[config.mk]
export PLATFORM = sky130hd
export DESIGN_NAME = integer_decimal_field_formatter
export DESIGN_NICKNAME = d
export VERILOG_FILES = /design/src/ifdf_pkg.sv /design/src/ifdf_bcd_conv.sv /design/src/ifdf_field_emit.sv /design/src/integer_decimal_field_formatter.sv
export SDC_FILE = /design/constraint.sdc
export NUM_CORES = 1
export LEC_CHECK = 0
export BUFFER_PORTS_ARGS = -buffer_cell sky130_fd_sc_hd__clkbuf_2
export CAP_MARGIN = 20
export CORE_MARGIN = 2
export CORE_UTILIZATION = 40
export DETAILED_ROUTE_END_ITERATION = 7
export PLACE_DENSITY_LB_ADDON = 0.1
export SETUP_SLACK_MARGIN = 0.2
export SLEW_MARGIN = 20
export SYNTH_ARGS = -nofsm -noshare
export SYNTH_HDL_FRONTEND = slang
export SYNTH_SLANG_ARGS = --single-unit
[constraint.sdc]
create_clock -name clock -period 21 [get_ports clock]
set_input_delay 1.05 -clock clock [delete_from_list [all_inputs] [get_ports clock]]
set_output_delay 1.05 -clock clock [all_outputs]
set_load 0.02 [all_outputs]
[src/ifdf_pkg.sv]
// ----------------------------------------------------------------------------
// ifdf_pkg
// Shared types, constants and codes for the decimal integer field formatter.
// ----------------------------------------------------------------------------
`default_nettype none

package ifdf_pkg;

   // Field widths of the request and response items
   localparam int CMD_W       = 1;
   localparam int VALUE_W     = 64;
   localparam int SIGN_SEL_W  = 2;
   localparam int FIELD_W     = 6;
   localparam int CHAR_W      = 8;

   localparam int MAX_WIDTH_DEFAULT = 63;

   // Request tdata layout, lowest bit first
   localparam int REQ_VALUE_LSB = 0;
   localparam int REQ_SMODE_LSB = REQ_VALUE_LSB + VALUE_W;
   localparam int REQ_WIDTH_LSB = REQ_SMODE_LSB + SIGN_SEL_W;
   localparam int REQ_LJUST_BIT = REQ_WIDTH_LSB + FIELD_W;
   localparam int REQ_ZPAD_BIT  = REQ_LJUST_BIT + 1;
   localparam int REQ_USED_W    = REQ_ZPAD_BIT + 1;
   localparam int REQ_TDATA_W   = ((REQ_USED_W + 7) / 8) * 8;
   localparam int RSP_TDATA_W   = CHAR_W;

   // Binary to BCD conversion
   localparam int NUM_DIGITS    = 20;
   localparam int DIGIT_W       = 4;
   localparam int BITS_PER_STEP = 4;
   localparam int CONV_STEPS    = VALUE_W / BITS_PER_STEP;
   localparam int STEP_CNT_W    = $clog2(CONV_STEPS);
   localparam int TLEN_W        = $clog2(NUM_DIGITS + 1);

   // Character codes
   localparam logic [CHAR_W-1:0] CH_ZERO  = 8'h30;
   localparam logic [CHAR_W-1:0] CH_PLUS  = 8'h2B;
   localparam logic [CHAR_W-1:0] CH_MINUS = 8'h2D;
   localparam logic [CHAR_W-1:0] CH_SPACE = 8'h20;

   // Conversion kinds
   localparam logic [CMD_W-1:0] CMD_INT  = 1'b0;
   localparam logic [CMD_W-1:0] CMD_CHAR = 1'b1;

   // Sign modes
   localparam logic [SIGN_SEL_W-1:0] SIGN_NONE  = 2'd0;
   localparam logic [SIGN_SEL_W-1:0] SIGN_PLUS  = 2'd1;
   localparam logic [SIGN_SEL_W-1:0] SIGN_SPACE = 2'd2;

   typedef enum logic [1:0] {
      ST_IDLE,
      ST_CONV,
      ST_PLAN,
      ST_EMIT
   } fmt_state_type;

   typedef logic [NUM_DIGITS-1:0][DIGIT_W-1:0] bcd_type;

   // Segment boundaries of one field, as running character positions
   typedef struct packed {
      logic [FIELD_W-1:0] lead_end;
      logic [FIELD_W-1:0] sign_end;
      logic [FIELD_W-1:0] zero_end;
      logic [FIELD_W-1:0] text_end;
      logic [FIELD_W-1:0] total;
      logic [CHAR_W-1:0]  sign_char;
      logic               is_char;
      logic [CHAR_W-1:0]  char_val;
   } plan_type;

   typedef struct packed {
      logic busy;
      logic done;
   } emit_status_type;

endpackage : ifdf_pkg

`default_nettype wire

[src/ifdf_bcd_conv.sv]
// ----------------------------------------------------------------------------
// ifdf_bcd_conv
// Iterative binary to BCD converter: one shift/add-3 unit applied four bit
// positions per cycle until all 64 input bits are shifted in.
// ----------------------------------------------------------------------------
`default_nettype none

module ifdf_bcd_conv (
   input  wire                             clock,
   input  wire                             reset,
   input  wire                             start,
   input  wire  [ifdf_pkg::VALUE_W-1:0]    magnitude,
   output logic                            done,
   output ifdf_pkg::bcd_type               bcd
);
   import ifdf_pkg::*;

   logic                  busy_ff, busy_in;
   logic                  done_ff, done_in;
   logic [STEP_CNT_W-1:0] step_ff, step_in;
   logic [VALUE_W-1:0]    bin_ff, bin_in;
   bcd_type               bcd_ff, bcd_in;

   logic [VALUE_W-1:0]    bin_next;
   bcd_type               bcd_next;

   // Shift/add-3 unit
   always_comb begin
      logic [VALUE_W-1:0] b;
      bcd_type            d;
      b = bin_ff;
      d = bcd_ff;
      for (int s = 0; s < BITS_PER_STEP; s++) begin
         for (int k = 0; k < NUM_DIGITS; k++) begin
            if (d[k] >= DIGIT_W'(5)) begin
               d[k] = d[k] + DIGIT_W'(3);
            end
         end
         {d, b} = {d, b} << 1;
      end
      bin_next = b;
      bcd_next = d;
   end

   always_comb begin
      busy_in = busy_ff;
      done_in = 1'b0;
      step_in = step_ff;
      bin_in  = bin_ff;
      bcd_in  = bcd_ff;
      if (start) begin
         busy_in = 1'b1;
         step_in = '0;
         bin_in  = magnitude;
         bcd_in  = '0;
      end else if (busy_ff) begin
         bin_in  = bin_next;
         bcd_in  = bcd_next;
         step_in = step_ff + STEP_CNT_W'(1);
         if (step_ff == STEP_CNT_W'(CONV_STEPS - 1)) begin
            busy_in = 1'b0;
            done_in = 1'b1;
         end
      end
   end

   always_ff @(posedge clock) begin
      if (reset) begin
         busy_ff <= 1'b0;
         done_ff <= 1'b0;
         step_ff <= '0;
      end else begin
         busy_ff <= busy_in;
         done_ff <= done_in;
         step_ff <= step_in;
      end
      bin_ff <= bin_in;
      bcd_ff <= bcd_in;
   end

   assign done = done_ff;
   assign bcd  = bcd_ff;

`ifndef NO_ASSERTIONS
   // a new conversion must never cut into a running one
   a_no_restart: assert property (@(posedge clock) disable iff (reset)
      start |-> !busy_ff)
      else $error("conversion restarted while busy");
`endif

endmodule : ifdf_bcd_conv

`default_nettype wire

[src/ifdf_field_emit.sv]
// ----------------------------------------------------------------------------
// ifdf_field_emit
// Walks the character positions of one field and drives the response
// channel through an output register.
// ----------------------------------------------------------------------------
`default_nettype none

module ifdf_field_emit (
   input  wire                                clock,
   input  wire                                reset,
   input  wire                                start,
   input  wire  ifdf_pkg::plan_type           plan,
   input  wire  ifdf_pkg::bcd_type            bcd,
   output ifdf_pkg::emit_status_type          status,
   output logic                               rsp_tvalid,
   input  wire                                rsp_tready,
   output logic [ifdf_pkg::RSP_TDATA_W-1:0]   rsp_tdata,   // [7:0] out_char
   output logic                               rsp_tlast
);
   import ifdf_pkg::*;

   logic               busy_ff, busy_in;
   logic [FIELD_W-1:0] pos_ff, pos_in;
   plan_type           plan_ff, plan_in;
   logic               valid_ff, valid_in;
   logic [CHAR_W-1:0]  char_ff, char_in;
   logic               last_ff, last_in;

   logic               load;
   logic               is_last;
   logic [FIELD_W-1:0] digit_idx;
   logic [DIGIT_W-1:0] digit;
   logic [CHAR_W-1:0]  cur_char;

   assign load    = busy_ff && (!valid_ff || rsp_tready);
   assign is_last = (pos_ff == plan_ff.total - FIELD_W'(1));

   // digits are stored least significant first
   assign digit_idx = plan_ff.text_end - FIELD_W'(1) - pos_ff;

   always_comb begin
      digit = '0;
      for (int k = 0; k < NUM_DIGITS; k++) begin
         if (digit_idx == FIELD_W'(k)) begin
            digit = bcd[k];
         end
      end
   end

   always_comb begin
      if (pos_ff < plan_ff.lead_end) begin
         cur_char = CH_SPACE;
      end else if (pos_ff < plan_ff.sign_end) begin
         cur_char = plan_ff.sign_char;
      end else if (pos_ff < plan_ff.zero_end) begin
         cur_char = CH_ZERO;
      end else if (pos_ff < plan_ff.text_end) begin
         cur_char = plan_ff.is_char ? plan_ff.char_val
                                    : (CH_ZERO | {{(CHAR_W-DIGIT_W){1'b0}}, digit});
      end else begin
         cur_char = CH_SPACE;
      end
   end

   always_comb begin
      busy_in  = busy_ff;
      pos_in   = pos_ff;
      plan_in  = plan_ff;
      valid_in = valid_ff;
      char_in  = char_ff;
      last_in  = last_ff;
      if (rsp_tready) begin
         valid_in = 1'b0;
      end
      if (start) begin
         busy_in = 1'b1;
         pos_in  = '0;
         plan_in = plan;
      end else if (load) begin
         valid_in = 1'b1;
         char_in  = cur_char;
         last_in  = is_last;
         pos_in   = pos_ff + FIELD_W'(1);
         if (is_last) begin
            busy_in = 1'b0;
         end
      end
   end

   always_ff @(posedge clock) begin
      if (reset) begin
         busy_ff  <= 1'b0;
         valid_ff <= 1'b0;
         pos_ff   <= '0;
      end else begin
         busy_ff  <= busy_in;
         valid_ff <= valid_in;
         pos_ff   <= pos_in;
      end
      plan_ff <= plan_in;
      char_ff <= char_in;
      last_ff <= last_in;
   end

   assign status.busy = busy_ff;
   assign status.done = load && is_last;
   assign rsp_tvalid  = valid_ff;
   assign rsp_tdata   = char_ff;
   assign rsp_tlast   = last_ff;

`ifndef NO_ASSERTIONS
   a_pos_in_field: assert property (@(posedge clock) disable iff (reset)
      busy_ff |-> (pos_ff < plan_ff.total))
      else $error("character position ran past end of field");
`endif

endmodule : ifdf_field_emit

`default_nettype wire

[src/integer_decimal_field_formatter.sv]
// ----------------------------------------------------------------------------
// integer_decimal_field_formatter
// Formats one decoded %d or %c conversion into a padded ASCII field, one
// character per response transfer, the final character flagged by tlast.
// ----------------------------------------------------------------------------
// One request is taken at a time. A %d request is accepted, run through the
// binary to BCD unit (four bit positions per cycle) until its completion
// flag, laid out as a field in the plan state, then emitted one character
// per response transfer, each of which the response side can stall; a %c
// request skips the BCD unit. The next request is accepted once the final
// character sits in the output register.
`default_nettype none

module integer_decimal_field_formatter #(
   parameter int MAX_WIDTH = ifdf_pkg::MAX_WIDTH_DEFAULT
) (
   input  wire                                clock,
   input  wire                                reset,
   input  wire                                req_tvalid,
   output logic                               req_tready,
   // [63:0] value, [65:64] sign_sel, [71:66] width, [72] left_justify,
   // [73] zero_pad, [79:74] zero
   input  wire  [ifdf_pkg::REQ_TDATA_W-1:0]   req_tdata,
   input  wire  [ifdf_pkg::CMD_W-1:0]         req_tuser,   // [0] command
   output logic                               rsp_tvalid,
   input  wire                                rsp_tready,
   output logic [ifdf_pkg::RSP_TDATA_W-1:0]   rsp_tdata,   // [7:0] out_char
   output logic                               rsp_tlast
);
   import ifdf_pkg::*;

   localparam int FieldMax  = (1 << FIELD_W) - 1;
   localparam int ClipWidth = (MAX_WIDTH < FieldMax) ? MAX_WIDTH : FieldMax;

   fmt_state_type state_ff, state_in;

   logic                   cmd_char_ff;
   logic                   neg_ff;
   logic                   nonzero_ff;
   logic [SIGN_SEL_W-1:0]  smode_ff;
   logic [FIELD_W-1:0]     fw_ff;
   logic                   ljust_ff;
   logic                   zpad_ff;
   logic [CHAR_W-1:0]      chr_ff;

   logic                   accept;
   logic [VALUE_W-1:0]     req_value;
   logic [FIELD_W-1:0]     req_width;
   logic [FIELD_W-1:0]     fw_clip;
   logic [VALUE_W-1:0]     magnitude;
   logic                   conv_start;
   logic                   conv_done;
   logic                   emit_start;
   bcd_type                bcd;
   emit_status_type        emit_stat;
   plan_type               plan;

   assign accept    = req_tvalid && req_tready;
   assign req_value = req_tdata[REQ_VALUE_LSB +: VALUE_W];
   assign req_width = req_tdata[REQ_WIDTH_LSB +: FIELD_W];
   assign fw_clip   = (req_width > FIELD_W'(ClipWidth)) ? FIELD_W'(ClipWidth) : req_width;
   // most negative value negates to itself, which reads right as unsigned
   assign magnitude = req_value[VALUE_W-1] ? (~req_value + VALUE_W'(1)) : req_value;

   // next state
   always_comb begin
      state_in = state_ff;
      case (state_ff)
         ST_IDLE: begin
            if (accept) begin
               state_in = (req_tuser == CMD_CHAR) ? ST_PLAN : ST_CONV;
            end
         end
         ST_CONV: begin
            if (conv_done) begin
               state_in = ST_PLAN;
            end
         end
         ST_PLAN: begin
            state_in = ST_EMIT;
         end
         ST_EMIT: begin
            if (emit_stat.done) begin
               state_in = ST_IDLE;
            end
         end
         default: begin
            state_in = ST_IDLE;
         end
      endcase
   end

   // outputs
   always_comb begin
      req_tready = 1'b0;
      conv_start = 1'b0;
      emit_start = 1'b0;
      case (state_ff)
         ST_IDLE: begin
            req_tready = 1'b1;
            conv_start = accept && (req_tuser == CMD_INT);
         end
         ST_PLAN: begin
            emit_start = 1'b1;
         end
         default: begin
         end
      endcase
   end

   always_ff @(posedge clock) begin
      if (reset) begin
         state_ff <= ST_IDLE;
      end else begin
         state_ff <= state_in;
      end
      if (accept) begin
         cmd_char_ff <= (req_tuser == CMD_CHAR);
         neg_ff      <= (req_tuser == CMD_INT) && req_value[VALUE_W-1];
         nonzero_ff  <= (req_tuser == CMD_INT) && (req_value != '0);
         smode_ff    <= req_tdata[REQ_SMODE_LSB +: SIGN_SEL_W];
         fw_ff       <= fw_clip;
         ljust_ff    <= req_tdata[REQ_LJUST_BIT];
         zpad_ff     <= req_tdata[REQ_ZPAD_BIT];
         chr_ff      <= req_value[CHAR_W-1:0];
      end
   end

   // field layout
   always_comb begin
      logic [TLEN_W-1:0]  nd;
      logic               has_sign;
      logic [FIELD_W-1:0] text_len;
      logic [FIELD_W-1:0] pad;
      logic [FIELD_W-1:0] lead_sp;
      logic [FIELD_W-1:0] lead_zero;
      logic [FIELD_W-1:0] trail_sp;
      nd = TLEN_W'(1);
      for (int k = 1; k < NUM_DIGITS; k++) begin
         if (bcd[k] != '0) begin
            nd = TLEN_W'(k + 1);
         end
      end
      has_sign = neg_ff ||
                 (nonzero_ff && ((smode_ff == SIGN_PLUS) || (smode_ff == SIGN_SPACE)));
      text_len = cmd_char_ff ? FIELD_W'(1) : {{(FIELD_W-TLEN_W){1'b0}}, nd};
      text_len = text_len + {{(FIELD_W-1){1'b0}}, has_sign};
      pad      = (fw_ff > text_len) ? (fw_ff - text_len) : '0;
      lead_sp   = (!ljust_ff && !zpad_ff) ? pad : '0;
      lead_zero = (!ljust_ff &&  zpad_ff) ? pad : '0;
      trail_sp  = ljust_ff ? pad : '0;

      plan.lead_end  = lead_sp;
      plan.sign_end  = lead_sp + {{(FIELD_W-1){1'b0}}, has_sign};
      plan.zero_end  = plan.sign_end + lead_zero;
      plan.text_end  = plan.zero_end + (text_len - {{(FIELD_W-1){1'b0}}, has_sign});
      plan.total     = plan.text_end + trail_sp;
      plan.sign_char = neg_ff ? CH_MINUS : ((smode_ff == SIGN_PLUS) ? CH_PLUS : CH_SPACE);
      plan.is_char   = cmd_char_ff;
      plan.char_val  = chr_ff;
   end

   ifdf_bcd_conv u_bcd_conv (
      .clock     (clock),
      .reset     (reset),
      .start     (conv_start),
      .magnitude (magnitude),
      .done      (conv_done),
      .bcd       (bcd)
   );

   ifdf_field_emit u_field_emit (
      .clock      (clock),
      .reset      (reset),
      .start      (emit_start),
      .plan       (plan),
      .bcd        (bcd),
      .status     (emit_stat),
      .rsp_tvalid (rsp_tvalid),
      .rsp_tready (rsp_tready),
      .rsp_tdata  (rsp_tdata),
      .rsp_tlast  (rsp_tlast)
   );

`ifndef NO_ASSERTIONS
   a_plan_fills_width: assert property (@(posedge clock) disable iff (reset)
      (state_ff == ST_PLAN) |-> ((plan.total >= fw_ff) && (plan.total != '0)))
      else $error("field layout shorter than requested width");

   a_idle_emitter_free: assert property (@(posedge clock) disable iff (reset)
      (state_ff == ST_IDLE) |-> !emit_stat.busy)
      else $error("idle while a field is still being emitted");

   a_one_at_a_time: assert property (@(posedge clock) disable iff (reset)
      accept |=> !req_tready)
      else $error("request taken while previous one in progress");
`endif

endmodule : integer_decimal_field_formatter

`default_nettype wire
# After elaboration in Yosys (flattened, before gate mapping)

Cells that the tools add are included.

Bits in registers: 237
Output and inout port bits: 11

Add/sub/neg operators: 93
$lt $le $gt $ge: 86
Eq/ne operators: 29
Muxes and demuxes: 150
Bitwise operators: 4
Reductions and logical operators: 46

Operators with widths:

| kind                  | number |
|---|---|
| $mux 4                | 97 |
| $ge 4x3->1 const B    | 80 |
| $add 4x2->4 const B   | 76 |
| $mux 64               | 3 |
| $mux 5                | 19 |
| $reduce_bool 4->1     | 19 |
| $add 64x1->64 const B | 1 |
| $not 64->64           | 1 |
| $reduce_bool 64->1    | 1 |
| $eq 6x4->1 const B    | 8 |
| $mux 8                | 4 |
| $eq 6x3->1 const B    | 4 |
| $eq 6x5->1 const B    | 4 |
| $lt 6x6->1            | 4 |
| $mux 6                | 4 |
| $add 6x6->6           | 3 |
| $mux 1                | 13 |
| $add 3x2->3 const B   | 4 |
| $eq 6x2->1 const B    | 2 |
| $mux 3                | 4 |
| $sub 6x1->6 const B   | 2 |
| $sub 6x6->6           | 2 |
| $mux 2                | 5 |
| $logic_and 1x1->1     | 9 |
| other kinds (25)      | 39 |

# Logic depth before layout (Yosys ltp)

Depth after elaboration: 29
Gate-level depth with buffers: 42
Depth with buffers taken out: 42

# By module

Synthesis repeated with hierarchy kept, for this count alone.

Cell total of the unflattened synthesis: 2812
Area, all modules: 23592.6 um2

Modules (own cells, without submodules):

| module                          | instances | cells each | area each (um2) | seq. area each (um2) |
|---|---|---|---|---|
| ifdf_bcd_conv                   | 1         | 1968       | 15648.8         | 3643.5 |
| ifdf_field_emit                 | 1         | 376        | 4087.7          | 1841.8 |
| integer_decimal_field_formatter | 1         | 468        | 3856.2          | 670.6 |

# Least setup slack after synthesis

OpenSTA, ideal clock, no wires.

Path type: register to register
From: register u_bcd_conv.bcd_ff (netlist bit u_bcd_conv.bcd[4])
To: register u_field_emit.plan_ff[22] in the netlist's numbering, data pin
Arrival: 7.019 ns
Required time: 20.735 ns
Setup slack: 13.715 ns
Cell stages (with the launch flop): 40
Cell sequence: dfxtp_1 > inv_1 > ha_1 > nor3b_1 > o41ai_1 > a21oi_1 > o211ai_1 > a31oi_1 > o21ai_0 > nand2_1 > a211oi_1 > o41ai_1 > ha_1 > ha_1 > fa_1 > nand2b_1 > a21oi_1 > maj3_1 > [... 4 more ...] > or3b_2 > xnor2_1 > nor2_1 > ha_1 > xnor2_1 > inv_1 > ha_1 > inv_1 > ha_1 > inv_1 > nor2_1 > nor2_1 > xnor2_1 > ha_1 > a21oi_1 > xnor2_1 > xnor2_1 > xnor2_1

RTL lines:

| element                | RTL line               | RTL |
|---|---|---|
| start, declared        | ifdf_bcd_conv.sv:22    | `bcd_type bcd_ff, bcd_in;` |
| start signal, assigned | ifdf_bcd_conv.sv:78    | `bcd_ff <= bcd_in;` |
| end signal, assigned   | ifdf_field_emit.sv:100 | `plan_ff <= plan_in;` |
| end, declared          | ifdf_field_emit.sv:24  | `plan_type plan_ff, plan_in;` |

==> reports/summary.txt <==
Fin. Hold Viols: 0
CTS Root Cell: clkbuf_16
# resized after CTS: 0
CTS HTree Levels: 1
Post-Layout Cell Count: 3317
Fill cells: 5252
main combinational cell family by area after synthesis: compound AO/OA/AOI/OAI gates
met2 wire length: 26.6 mm
Critical Path Most Common Cell: ha_1
simple-gate share of the synthesized area: 17.7%
Slew Viols, Final: 0
compound-cell area share of the yosys netlist: 20.0%
worst-margin pin slew: 1.11 ns
Die Y: 237 um
XOR/XNOR Fraction of Synth Area: 7.12%
clk_lat worst skew: 0.60 ns
syn avg cell area: 8.55 um2
Synth cell types: 86
FF-to-FF setup slack: 11.97 ns
final setup vio count: 0
Reg2Reg Depth: 36
final worst slack: 11.97 ns
grt total ovfl: 0
Critical Path Start Type: flop
pre-CTS setup slack: 11.99 ns
CTS Sinks: 232
Synth area leaders: edfxtp_1 (19%), ha_1 (13%), dfxtp_1 (8.9%)
Hold Crit Start: chr_ff[5]$_DFFE_PP_
RSZ-0062 raised after global routing: no
Post-DRT Antenna Nets: 0
Period minus WS final: 9.03 ns
share of layout cells above drive strength 1: 10.4%
Max Fclk: 111 MHz
Hold EP: u_field_emit.plan_ff[5]$_DFFE_PP_
Syn. warnings: 0
CTS max path bufs: 3
max_cap viols: 0
row count: 85
Max-slew headroom: 25.9%
WL met1: 25.7 mm
Slowest Stage Delay on Critical Path: 0.58 ns
initial antenna violation count: 4
wire length on met3: 1.91 mm
Core Box Area: 53700 um2
register area share after synthesis: 27.7%
FF-to-FF Start: u_bcd_conv.bcd[12]$_SDFFE_PP0P_
final wirelength: 55.3 mm
data arrival time of the worst path: 9.36 ns
largest net degree at the start of global routing: 84
Main synth FF type: edfxtp_1
IO Port Bufs: 89
post-synthesis mux area share: 8.02%
placed instance area: 22800 um2
DR vias/cell: 5.45
total track usage: 19.5%
Yosys top cell by area: edfxtp_1
reg2reg end: u_field_emit.plan_ff[22]$_DFFE_PP_
nets@finish: 2906
RePlAce Congestion: 0.834
Pre-antenna DRT Iters: 5
wire length per cell: 16.7 um
Yosys reg bits: 232
area of the multi-input gates: 14400 um2
Initial Utilization: 40.4%
area grow syn2layout: 9.98%
Seq. cell area: 6010 um2
dpl hpwl: 41.7 mm
first-pass GRT wire length: 90.5 mm
CP Class: reg -> reg
Worst Path Required: 21.33 ns
most frequent cells in the layout: inv_1 (266), ha_1 (222), o21ai_0 (193), nand2_1 (172), a21oi_1 (161)
Num CTS Buffers: 30
top routing layer in use: met5
Worst-path clk slew: 0.06 ns
Cells after Synth: 2540
chip width: 237 um
DP Cell Count: 3257
min-delay worst type: reg -> reg
Synth Area in Adders: 13.4%
syn_nets: 2853
die area: 56200 um2
crit-path max FO: 6
Cell Area, Synth: 21700 um2
Setup TNS: 0 ns
Crit-path slowest cell: o41ai_1
commonest non-fill, non-tap cell in the layout: inv_1
Post-synth EDFFs: 136
Synth top area share: 18.8%
Vias: 18.1k
status: completed
crit path capture type: flop
Remaining DRCs: 0
Period Utilization, post-route: 43.0%
hold bufs inserted after CTS: 0
post-synthesis async set-or-reset flop share: 0%
TritonCTS clock tree: yes
Final Instance Area: 23900 um2
Hold Crit Depth: 0
Final Skew: 0.0274 ns
Iteration-0 DRC Markers: 931
Setup Buffers After CTS: 0
via count of the first global-routing pass: 17.7k
Top Ports: 96
-- per-layer routing --
| layer | up-vias | global-route usage, % |
|---|---|---|
| met1 | 8541 | 25.7 |
| li1 | 9202 | - |
| met4 | 2 | 4.41 |
| met3 | 63 | 2.03 |
| met5 | - | 0 |
| met2 | 270 | 34.3 |
-- worst max-delay path: cells and delay by family, from the launching register on --
family,cells,cell delay [ns]
xor+xnor,7,1.32
simple gates,7,1.78
compound gates,10,2.29
fa+ha+maj,10,2.83
flops,1,0.37
buf+inv,2,0.19
-- cell type report --
class                   count  area share (%)
multi-input cells        1960            60.3
repair buffers            103            2.31
clock inverters            25            1.15
clock buffers              31            3.16
well taps                 696            3.65
diodes                      4          0.0419
flip-flops and latches    232            25.2
inverters                 266            4.18
-- registers in the layout (all words and copies together), names as in the netlist, 2 cells and up --
| register | count |
|---|---|
| state_ff | 2 |
| fw_ff | 6 |
| u_field_emit.pos_ff | 6 |
| u_bcd_conv.bcd | 80 |
| smode_ff | 2 |
| u_field_emit.rsp_tdata | 8 |
| u_bcd_conv.step_ff | 4 |
| u_field_emit.plan_ff | 42 |
| u_bcd_conv.bin_ff | 64 |
| chr_ff | 8 |
-- cell families (layout without fill, tap and decap cells) --
kind of cell,count (synthesis),in the layout
simple gates,717,717
xor+xnor,175,175
flops,232,232
other cells,1,5
mux,153,153
fa+ha+maj,230,230
buf+inv,348,425
compound gates,684,684
-- per-stage QoR --
stage,hold WS [ns],util (%)
after global placement,0.400,42.5
after global routing,0.423,44.4
after CTS,0.418,44.4
after floorplan,0.400,-
after detailed placement,0.405,42.5
final,0.418,44.5
-- worst max path at each step --
stage	to	slack [ns]	cells past startpoint	startpoint
floorplan	u_field_emit.plan_ff[22]$_DFFE_PP_	13.72	39	u_bcd_conv.bcd[4]$_SDFFE_PP0P_
global placement	u_field_emit.plan_ff[22]$_DFFE_PP_	12.13	38	u_bcd_conv.bcd[13]$_SDFFE_PP0P_
detailed placement	u_field_emit.plan_ff[22]$_DFFE_PP_	11.99	36	u_bcd_conv.bcd[12]$_SDFFE_PP0P_
CTS	u_field_emit.plan_ff[22]$_DFFE_PP_	11.94	36	u_bcd_conv.bcd[12]$_SDFFE_PP0P_
global route	u_field_emit.plan_ff[22]$_DFFE_PP_	11.33	39	u_bcd_conv.bcd[12]$_SDFFE_PP0P_
finish	u_field_emit.plan_ff[22]$_DFFE_PP_	11.97	36	u_bcd_conv.bcd[12]$_SDFFE_PP0P_
-- synth_stat cells (all sizes together), types with 9 or more instances --
library cell	count
a2111oi	18
a211o	15
a211oi	50
a21o	49
a21oi	161
a221oi	12
a31oi	45
and2	21
and3	15
buf	9
clkbuf	73
dfxtp	96
edfxtp	136
ha	223
inv	266
mux2	44
mux2i	97
mux4	12
nand2	174
nand2b	87
nand3	27
nand4	13
nor2	156
nor2b	56
nor3	19
nor3b	55
nor4	15
o211ai	17
o21a	19
o21ai	199
o31ai	20
o41ai	14
or2	25
or3	9
or4	12
or4b	15
xnor2	80
xor2	94
Power is not shown: default switching activity piles up to over one toggle a cycle in this logic, so the estimate is an artifact.
